`config.mk`:
```
export PLATFORM = sky130hd
export DESIGN_NAME = gdr_fifo
export DESIGN_NICKNAME = d
export VERILOG_FILES = /design/src/rtl/gdr_pkg.sv /design/src/rtl/gdr_fifo.sv
export SDC_FILE = /design/constraint.sdc
export NUM_CORES = 1
export LEC_CHECK = 0
export BUFFER_PORTS_ARGS = -buffer_cell sky130_fd_sc_hd__buf_2
export CAP_MARGIN = 10
export CORE_MARGIN = 1
export CORE_UTILIZATION = 61
export DETAILED_ROUTE_END_ITERATION = 7
export HOLD_SLACK_MARGIN = 0.06
export MAX_ROUTING_LAYER = met4
export PLACE_DENSITY = 0.88
export SLEW_MARGIN = 20
export SYNTH_ARGS = -nofsm -noshare
export SYNTH_HDL_FRONTEND = slang
export SYNTH_SLANG_ARGS = --single-unit
```
`constraint.sdc`:
```
create_clock -name clk -period 3.3 [get_ports clk]
set_input_delay 0.66 -clock clk [delete_from_list [all_inputs] [get_ports clk]]
set_output_delay 0.66 -clock clk [all_outputs]
set_load 0.1 [all_outputs]
```
`src/rtl/gdr_pkg.sv`:
```
`timescale 1ns / 1ps

package gdr_pkg;

  // default sizes
  localparam int MAP_SIZE_DEF  = 32;
  localparam int TEX_WIDTH_DEF = 124;
  localparam int QUEUE_DEPTH   = 4;

  // config port
  localparam int CFG_W = 16;
  localparam int IDX_W = 3;

  // datapath widths
  localparam int DIV_W = 32;
  localparam int RAY_W = 30;
  localparam logic [31:0] SAT32 = 32'hFFFF_FFFF;

  typedef enum logic [IDX_W-1:0] {
    REG_POS_X,
    REG_POS_Y,
    REG_DIR_X,
    REG_DIR_Y,
    REG_PLANE_X,
    REG_PLANE_Y,
    REG_SCREEN_W,
    REG_SCREEN_H
  } reg_idx_t;

  typedef enum logic {
    OP_WRITE,
    OP_CAST
  } op_t;

  typedef struct packed {
    op_t        op;
    logic [4:0] cell_x;
    logic [4:0] cell_y;
    logic [7:0] cell_value;
    logic [9:0] column;
  } item_t;

  typedef struct packed {
    logic        [15:0] pos_x;
    logic        [15:0] pos_y;
    logic signed [15:0] dir_x;
    logic signed [15:0] dir_y;
    logic signed [15:0] plane_x;
    logic signed [15:0] plane_y;
    logic        [10:0] screen_width;
    logic        [10:0] screen_height;
  } cfg_t;

  typedef enum logic [4:0] {
    ST_CLEAR,
    ST_IDLE,
    ST_EXEC,
    ST_CAM_WAIT,
    ST_RAY_X,
    ST_RAY_Y,
    ST_DX_DIV,
    ST_DX_WAIT,
    ST_SX_MUL,
    ST_DY_DIV,
    ST_DY_WAIT,
    ST_SY_MUL,
    ST_START,
    ST_WALK,
    ST_CHK,
    ST_PERP,
    ST_LINE_DIV,
    ST_LINE_WAIT,
    ST_DRAW,
    ST_FIN
  } back_state_t;

endpackage

```
`src/rtl/gdr_fifo.sv`:
```
`timescale 1ns / 1ps

module gdr_fifo #(
  parameter int DEPTH = gdr_pkg::QUEUE_DEPTH
) (
  input  logic           clk,
  input  logic           rst,
  input  logic           push,
  input  gdr_pkg::item_t item_in,
  input  logic           pop,
  output gdr_pkg::item_t item_out,
  output logic           full,
  output logic           empty
);

  localparam int PW = $clog2(DEPTH);
  localparam logic [PW-1:0] LAST = PW'(DEPTH - 1);

  gdr_pkg::item_t  slots [DEPTH];
  logic [PW-1:0]   wr_ptr;
  logic [PW-1:0]   rd_ptr;
  logic [PW:0]     count;

  assign full     = count == (PW + 1)'(DEPTH);
  assign empty    = count == '0;
  assign item_out = slots[rd_ptr];

  // pointers and fill count
  always_ff @(posedge clk) begin
    if (rst) begin
      wr_ptr <= '0;
      rd_ptr <= '0;
      count  <= '0;
    end else begin
      if (push) begin
        wr_ptr <= (wr_ptr == LAST) ? '0 : wr_ptr + 1'b1;
      end
      if (pop) begin
        rd_ptr <= (rd_ptr == LAST) ? '0 : rd_ptr + 1'b1;
      end
      if (push && !pop) begin
        count <= count + 1'b1;
      end else if (pop && !push) begin
        count <= count - 1'b1;
      end
    end
  end

  // storage
  always_ff @(posedge clk) begin
    if (push) begin
      slots[wr_ptr] <= item_in;
    end
  end

  a_no_overflow: assert property (@(posedge clk) disable iff (rst) push |-> !full || pop)
    else $error("queue push while full");
  a_no_underflow: assert property (@(posedge clk) disable iff (rst) pop |-> !empty)
    else $error("queue pop while empty");
  a_count_step: assert property (@(posedge clk) disable iff (rst)
    (push && !pop) |=> count == $past(count) + 1'b1)
    else $error("queue count did not advance");

endmodule

```
Word level (Yosys, flattened, before mapping)
Memories as Yosys holds them, arrays and structs flattened. A register that Yosys moved wholly into a read port is not among the register bits.
Index checks and enable logic that the tools add are counted.
{"block": "word_totals", "mem_count": 1, "output_inout_bits": 31, "mem_bits_rw": 116, "register_bits": 7}
{"memory": "slots", "depth": 4, "width": 29, "rd": 1, "rd_clocked_by_memory_dff": 1, "wr": 1, "line": "gdr_fifo.sv:19", "rtl": "gdr_pkg::item_t slots [DEPTH];"}
{"block": "classes", "muxes": 8, "n_reduce_logical": 6, "n_eq_ne": 3, "n_addsub": 4}
{"op": "2-bit two-way mux", "n": 4}
{"op": "3-bit two-way mux", "n": 2}
{"op": "2-bit by 1-bit adder with 2-bit output, second input constant", "n": 2}
{"op": "2-bit == test, second input constant", "n": 2}
{"op": "3-bit by 1-bit adder with 3-bit output, second input constant", "n": 1}
{"op": "3-bit == test, second input constant", "n": 1}
{"op": "3-bit logical NOT", "n": 1}
{"op": "3-bit by 1-bit subtractor with 3-bit output, second input constant", "n": 1}
{"op": "1-bit logical AND", "n": 2}
{"op": "1-bit logical NOT", "n": 2}
{"op": "1-bit two-way mux", "n": 2}
{"op": "2-bit nonzero test", "n": 1}

Longest topological paths before layout
Gate-level depths: netlist of the first run.
{"block": "depth", "ltp_word": 4, "ltp_mapped": 7, "ltp_nobuf": 7}

Worst setup path before layout of the first run
Ideal clock, no wire load.
{"block": "synth_timing", "path_type": "register to output", "start": "register count[1]", "end": "output full", "path_slack_ns": 0.088, "arrival_time_ns": 2.552, "stages_incl_launch_ff": 2, "required_ns": 2.640, "cell_sequence": "dfxtp_1 -> nor3b_1"}
{"block": "synth_between", "elab_chain_cells": 1}
{"element": "start: declaration", "line": "gdr_fifo.sv:22", "rtl": "logic [PW:0] count;"}
{"element": "start signal: assignment", "line": "gdr_fifo.sv:42", "rtl": "count <= count + 1'b1;"}
{"element": "start signal: assignment", "line": "gdr_fifo.sv:44", "rtl": "count <= count - 1'b1;"}
{"element": "3-bit == test", "line": "gdr_fifo.sv:24", "rtl": "assign full = count == (PW + 1)'(DEPTH);"}
{"element": "end: declaration", "line": "gdr_fifo.sv:12", "rtl": "output logic full,"}
No other way between the ends.

==> flow_summary_export.csv, run 1 <==
group,metric,value,unit
global_routing,grt_max_degree,30,
sta,max_clock_freq,351,MHz
yosys,synth_top_cells_by_area,"edfxtp_1, mux4_2, dfxtp_1, ha_1, mux2i_1",
job,max_cap_viol_count,0,
sta,worst_pin_slew,0.766,ns
worst_setup_path,cp.arrival,2.19,ns
placement,place_congestion,0.667,
floorplanning,dieArea,7950,sq um
sta,finClkSkew,0.00420,ns
worst_setup_path,r2r_slack,1.70,ns
drt,detail-route-antenna-nets,0,
drt,highest_layer,"met4",
global_routing,antenna_found_initial,0,
yosys,synth-edff-count,116,
layout,drive_gt1_frac,0.445,
layout,finalNonFillerCells,389,
clock_network,tritoncts,"yes",
drt,vias_per_cell,5.67,
sta,post-route-min-period,2.85,ns
worst_hold_path,hp-class,"primary input to register",
placement,io_buffer_count,63,
drt,dr.pass1.iters,4,
placement,dp.cells,357,
layout,area_growth,22.8,%
layout,n_antenna_cell,0,
floorplanning,rows,31,
yosys,yosysMostFrequentCell,"edfxtp_1",
yosys,yosysWarnings,0,
power_and_ir_drop,p_per_area,772,nW/um^2
worst_setup_path,critPathLaunchType,"register",
clock_network,cts-root-buf,"clkbuf_8",
floorplanning,die_w,89.2,microns
outcome,status,"finished clean",
yosys,yosysTopAreaCell,"edfxtp_1",
global_routing,grt_overflow,0,
sta,finalSetupViolCount,0,
yosys,ys.flop_type,"edfxtp_1",
drt,wl,8280,microns
yosys,synth_area_per_cell,23.8,sq um
global_routing,grt_pass1_wl,12200,microns
floorplanning,ioPinCount,64,
drt,drt_iter0_drc,142,
drt,dr_wl_met3,442,microns
power_and_ir_drop,switching_share,0.275,
floorplanning,die_height,89.2,microns
power_and_ir_drop,intPower,3.18,mW
worst_setup_path,critPathCaptureType,"output pin",
power_and_ir_drop,ir_drop,487,uV
floorplanning,start_util,0.635,
worst_setup_path,path_cells,"buf_4, mux4_2, buf_2",
sta,maxSlewViolCount,0,
power_and_ir_drop,pwr-share-seq,0.421,
yosys,synth_commonest_cells,"edfxtp_1, mux4_2, dfxtp_1",
drt,num_vias,2207,
sta,fin_crit_sh,0.863,
global_routing,grt_pass1_vias,2258,
yosys,async_flop_share,0,
worst_setup_path,critPathMaxFanout,10,
worst_setup_path,cp_top_family,"buffers and inverters",
yosys,yosysUniqueCellTypes,21,
clock_network,cts_buffers,17,
worst_setup_path,worstPathRequired,2.64,ns
sta,maxSlewHeadroom,0.490,
worst_setup_path,cp_slowest_stage_delay,0.56,ns
clock_network,htree_num_levels,4,
clock_network,cts_num_sinks,125,
yosys,synth.yosys.seq_area_share,0.791,
power_and_ir_drop,pwr-share-comb,0.153,
worst_setup_path,crit_type,"register to output pin",
drt,wl_met2,4410,microns
global_routing,grt_util_all_layers,0.236,
sta,grt_setup_unrepaired,"false",
clock_network,path_clk_slew,0.06,ns
sta,hold_violations,0,
drt,avgRoutedWirePerCell,21.3,microns
drt,route.detailed.drc,0,
yosys,synthCells,195,
yosys,synth_nets,235,
clock_network,ctsHoldBuffers,0,
clock_network,cts-resized-gates,0,
yosys,synth-seq-cells,125,
power_and_ir_drop,p_leak,2.02,nW
yosys,synth_top_area_frac,0.752,
placement,dp_hpwl,4730,microns
drt,wl_met1,3340,microns
sta,setup-tns-final,0,ns
layout,fin_nets,317,
clock_network,cts_buffer_depth,2,
worst_setup_path,slowest_stage,"mux4_2",
floorplanning,core,7290,sq um
clock_network,clk_latency,0.50,ns
yosys,netlist_area,4630,sq um
clock_network,cts_setup_buffers,0,
worst_setup_path,worst-path-buf-inv,2,
power_and_ir_drop,clockPowerShare,0.426,
power_and_ir_drop,power.switching,1.21,mW
-- cells in the final DEF (no fill, tap or decap), types with 3 or more instances in the layout --
cell type,count
dfxtp_1,8
mux4_2,28
buf_2,63
clkbuf_16,16
nor2_1,7
bufinv_16,4
clkinv_4,3
buf_4,5
clkinv_1,3
inv_1,4
edfxtp_1,116
ha_1,6
mux2i_1,4
-- power by group through the flow --
stage	sequential [mW]	combinational [mW]	clock, mW
floorplan	1.86	0.564	0
global placement	1.87	0.664	0
detailed placement	1.88	0.673	0
CTS	1.85	0.678	1.89
global route	1.85	0.701	1.97
finish	1.85	0.673	1.87
-- registers in the layout, summed over array words and instances, names as in the netlist, named ones only --
name,count
wr_ptr,2
rd_ptr,2
count,3
slots,116
-- worst paths after layout --
check / start / to / depth (start not counted)
worst min-delay path: item_in[25] / slots[2][25] / 1
worst max-delay path: register / item_out[22] / 3
worst max register to register: wr_ptr[0] / slots[1][10] / 2
worst min register to register: count[2] / count[2] / 2
-- cell type report --
cell class / instances / area (sq um)
clock buffers: 17 / 414
multi-input cells: 60 / 905
flip-flops and latches: 125 / 3660
clock inverters: 15 / 195
inverters: 4 / 15.0
well taps: 99 / 124
repair buffers: 69 / 373
fillers: 406 / 1600
-- routing by layer --
layer  vias to the layer above  track usage
met1                      1125        0.281
met2                        92        0.385
met5                         -            -
met3                        11       0.0739
li1                        979            -
met4                         0       0.0837
-- stage by stage --
stage	worst slack, ns	area, sq um	power, mW	util	hold slack [ns]
3_3_place_gp	0.958	5080	2.53	0.697	0.484
4_1_cts	0.397	5690	4.42	0.780	0.344
2_1_floorplan	0.0879	4630	2.43	-	0.460
5_1_grt	0.323	5690	4.52	0.780	0.352
3_5_place_dp	0.935	5080	2.55	0.697	0.507
6_report	0.451	5690	4.39	0.780	0.371
-- worst reg2reg max path, delay by kind of cell, from the launching register on --
kind	cells	cell delay, ns
fa+ha+maj	1	0.17
flops	1	0.39
simple gates	1	0.64
-- kinds of logic (layout without fill, tap and decap cells) --
logic type,count (synthesis),in the layout,share of synthesized area
mux,33,33,0.150
xor+xnor,2,2,0.00378
compound gates,3,3,0.00324
fa+ha+maj,7,7,0.0205
buf+inv,10,105,0.0146
flops,125,125,0.791
simple gates,15,15,0.0167
Note: power is estimated with default switching activity, not from simulation.
==> inputs of run 2 (changes only) <==
- CELL_PAD_IN_SITES_DETAIL_PLACEMENT: default -> 0
- CELL_PAD_IN_SITES_GLOBAL_PLACEMENT: default -> 1
- CORE_UTILIZATION: 61 -> 53
- PLACE_DENSITY: 0.88 -> 0.87
==> run 2 against run 1 <==
Net effect:
- non-clock buffer count fell by 3
- clock-buffer cell count is 1 higher
- worst hold slack better by 0.0021 ns
- setup slack worse by 0.095 ns
- clock skew grew 0.0022 ns
- sequential cell count stayed put
- die area is 15% higher
- critical endpoint is now item_out[18]
- highest routed layer unchanged
==> flow_summary_export.csv, run 2 (same netlist as run 1, synthesis figures left out) <==
group,metric,value,unit
outcome,status,"finished clean",
power_and_ir_drop,finalPower,4.35,mW
clock_network,cts-resized-gates,0,
clock_network,cts_buffer_depth,2,
layout,layout_common_cells,"edfxtp_1, buf_2, mux4_2",
clock_network,clk_latency,0.50,ns
power_and_ir_drop,pwr-share-seq,0.425,
drt,detail-route-antenna-nets,0,
drt,wl,7890,microns
drt,avgRoutedWirePerCell,20.2,microns
placement,dp_hpwl,4430,microns
placement,pre_cts_ws,0.853,ns
worst_hold_path,hp-class,"primary input to register",
floorplanning,core,8340,sq um
sta,maxSlewHeadroom,0.468,
sta,maxSlewViolCount,0,
layout,fin_nets,314,
placement,io_buffer_count,63,
placement,dp.cells,360,
floorplanning,die_height,95.5,microns
floorplanning,ioPinCount,64,
layout,finalNonFillerCells,391,
worst_setup_path,critPathLaunchType,"register",
global_routing,grt_pass1_wl,12100,microns
sta,worst_pin_slew,0.798,ns
worst_setup_path,cp.arrival,2.28,ns
power_and_ir_drop,switching_share,0.272,
sta,grt_setup_unrepaired,"false",
global_routing,grt_pass1_vias,2272,
layout,top_register,"slots",
worst_setup_path,worstPathRequired,2.64,ns
layout,final_core_util,0.679,
global_routing,grt_max_degree,30,
placement,place_congestion,0.671,
sta,max_clock_freq,340,MHz
sta,fin_ws,0.356,ns
clock_network,path_clk_slew,0.06,ns
layout,final_area,5660,sq um
layout,n_antenna_cell,0,
floorplanning,dieArea,9120,sq um
placement,place_area,5070,sq um
clock_network,cts_buffers,17,
power_and_ir_drop,p_per_area,769,nW/um^2
layout,area_growth,22.2,%
global_routing,grt_util_all_layers,0.202,
layout,largest_register_ffs,116,
clock_network,cts_setup_buffers,0,
worst_setup_path,critPathMaxFanout,17,
worst_setup_path,critPathCaptureType,"output pin",
clock_network,htree_num_levels,4,
drt,dr.pass1.iters,4,
layout,drive_gt1_frac,0.451,
drt,vias_per_cell,5.49,
sta,setup-tns-final,0,ns
clock_network,tritoncts,"yes",
worst_setup_path,crit_type,"register to output pin",
sta,finClkSkew,0.00637,ns
drt,route.detailed.drc,0,
drt,drt_iter0_drc,85,
power_and_ir_drop,clockPowerShare,0.423,
layout,n_fill_cell,517,
floorplanning,start_util,0.556,
global_routing,grt_overflow,0,
clock_network,cts-root-buf,"clkbuf_8",
layout,layout_commonest_cell,"edfxtp_1",
sta,finalSetupViolCount,0,
global_routing,antenna_found_initial,0,
power_and_ir_drop,power.switching,1.18,mW
drt,num_vias,2147,
sta,whs,0.373,ns
power_and_ir_drop,pwr-share-comb,0.153,
sta,fin_crit_sh,0.892,
sta,hold_violations,0,
floorplanning,die_w,95.5,microns
power_and_ir_drop,intPower,3.17,mW
power_and_ir_drop,ir_drop,523,uV
layout,largestRegisters,"slots: 116 flops, count: 3 flops",
floorplanning,rows,33,
clock_network,ctsHoldBuffers,0,
job,max_cap_viol_count,0,
sta,post-route-min-period,2.94,ns
power_and_ir_drop,p_leak,2.00,nW
clock_network,cts_num_sinks,125,
-- run 2: metal layers --
metal,vias up,share of wire,GRT usage
li1,966,-,-
met1,1090,0.42,0.243
met2,83,0.51,0.320
met3,8,0.060,0.0582
met4,0,0.0096,0.0896
met5,-,0,-
-- run 2: critical path, cell delays in order (launching register included) --
cell	delay, ns
dfxtp_2	0.65
buf_12	0.26
mux4_2	0.54
buf_2	0.31
-- run 2: layout make-up --
class,count,area [sq um],area share
timing repair buffer,66,350,0.0619
multi-input combinational,60,907,0.160
clock inverter,13,174,0.0307
tap,105,131,0.0232
inverter,4,15.0,0.00265
sequential,125,3660,0.647
clock buffer,18,418,0.0738
-- run 2: power groups by stage --
stage / Clock (mW) / Combinational [mW] / Sequential [mW]
2_1_floorplan: 0 / 0.564 / 1.86
3_3_place_gp: 0 / 0.665 / 1.88
3_5_place_dp: 0 / 0.670 / 1.88
4_1_cts: 1.86 / 0.672 / 1.85
5_1_grt: 1.93 / 0.697 / 1.86
6_report: 1.84 / 0.665 / 1.85
-- run 2: worst paths after layout --
kind | startpoint | end | slack (ns) | cells after the start
min | item_in[23] | slots[0][23] | 0.37 | 1
max reg2reg | wr_ptr[0] | slots[3][3] | 1.63 | 2
min reg2reg | count[2] | count[2] | 0.51 | 2
max | register | item_out[18] | 0.36 | 3
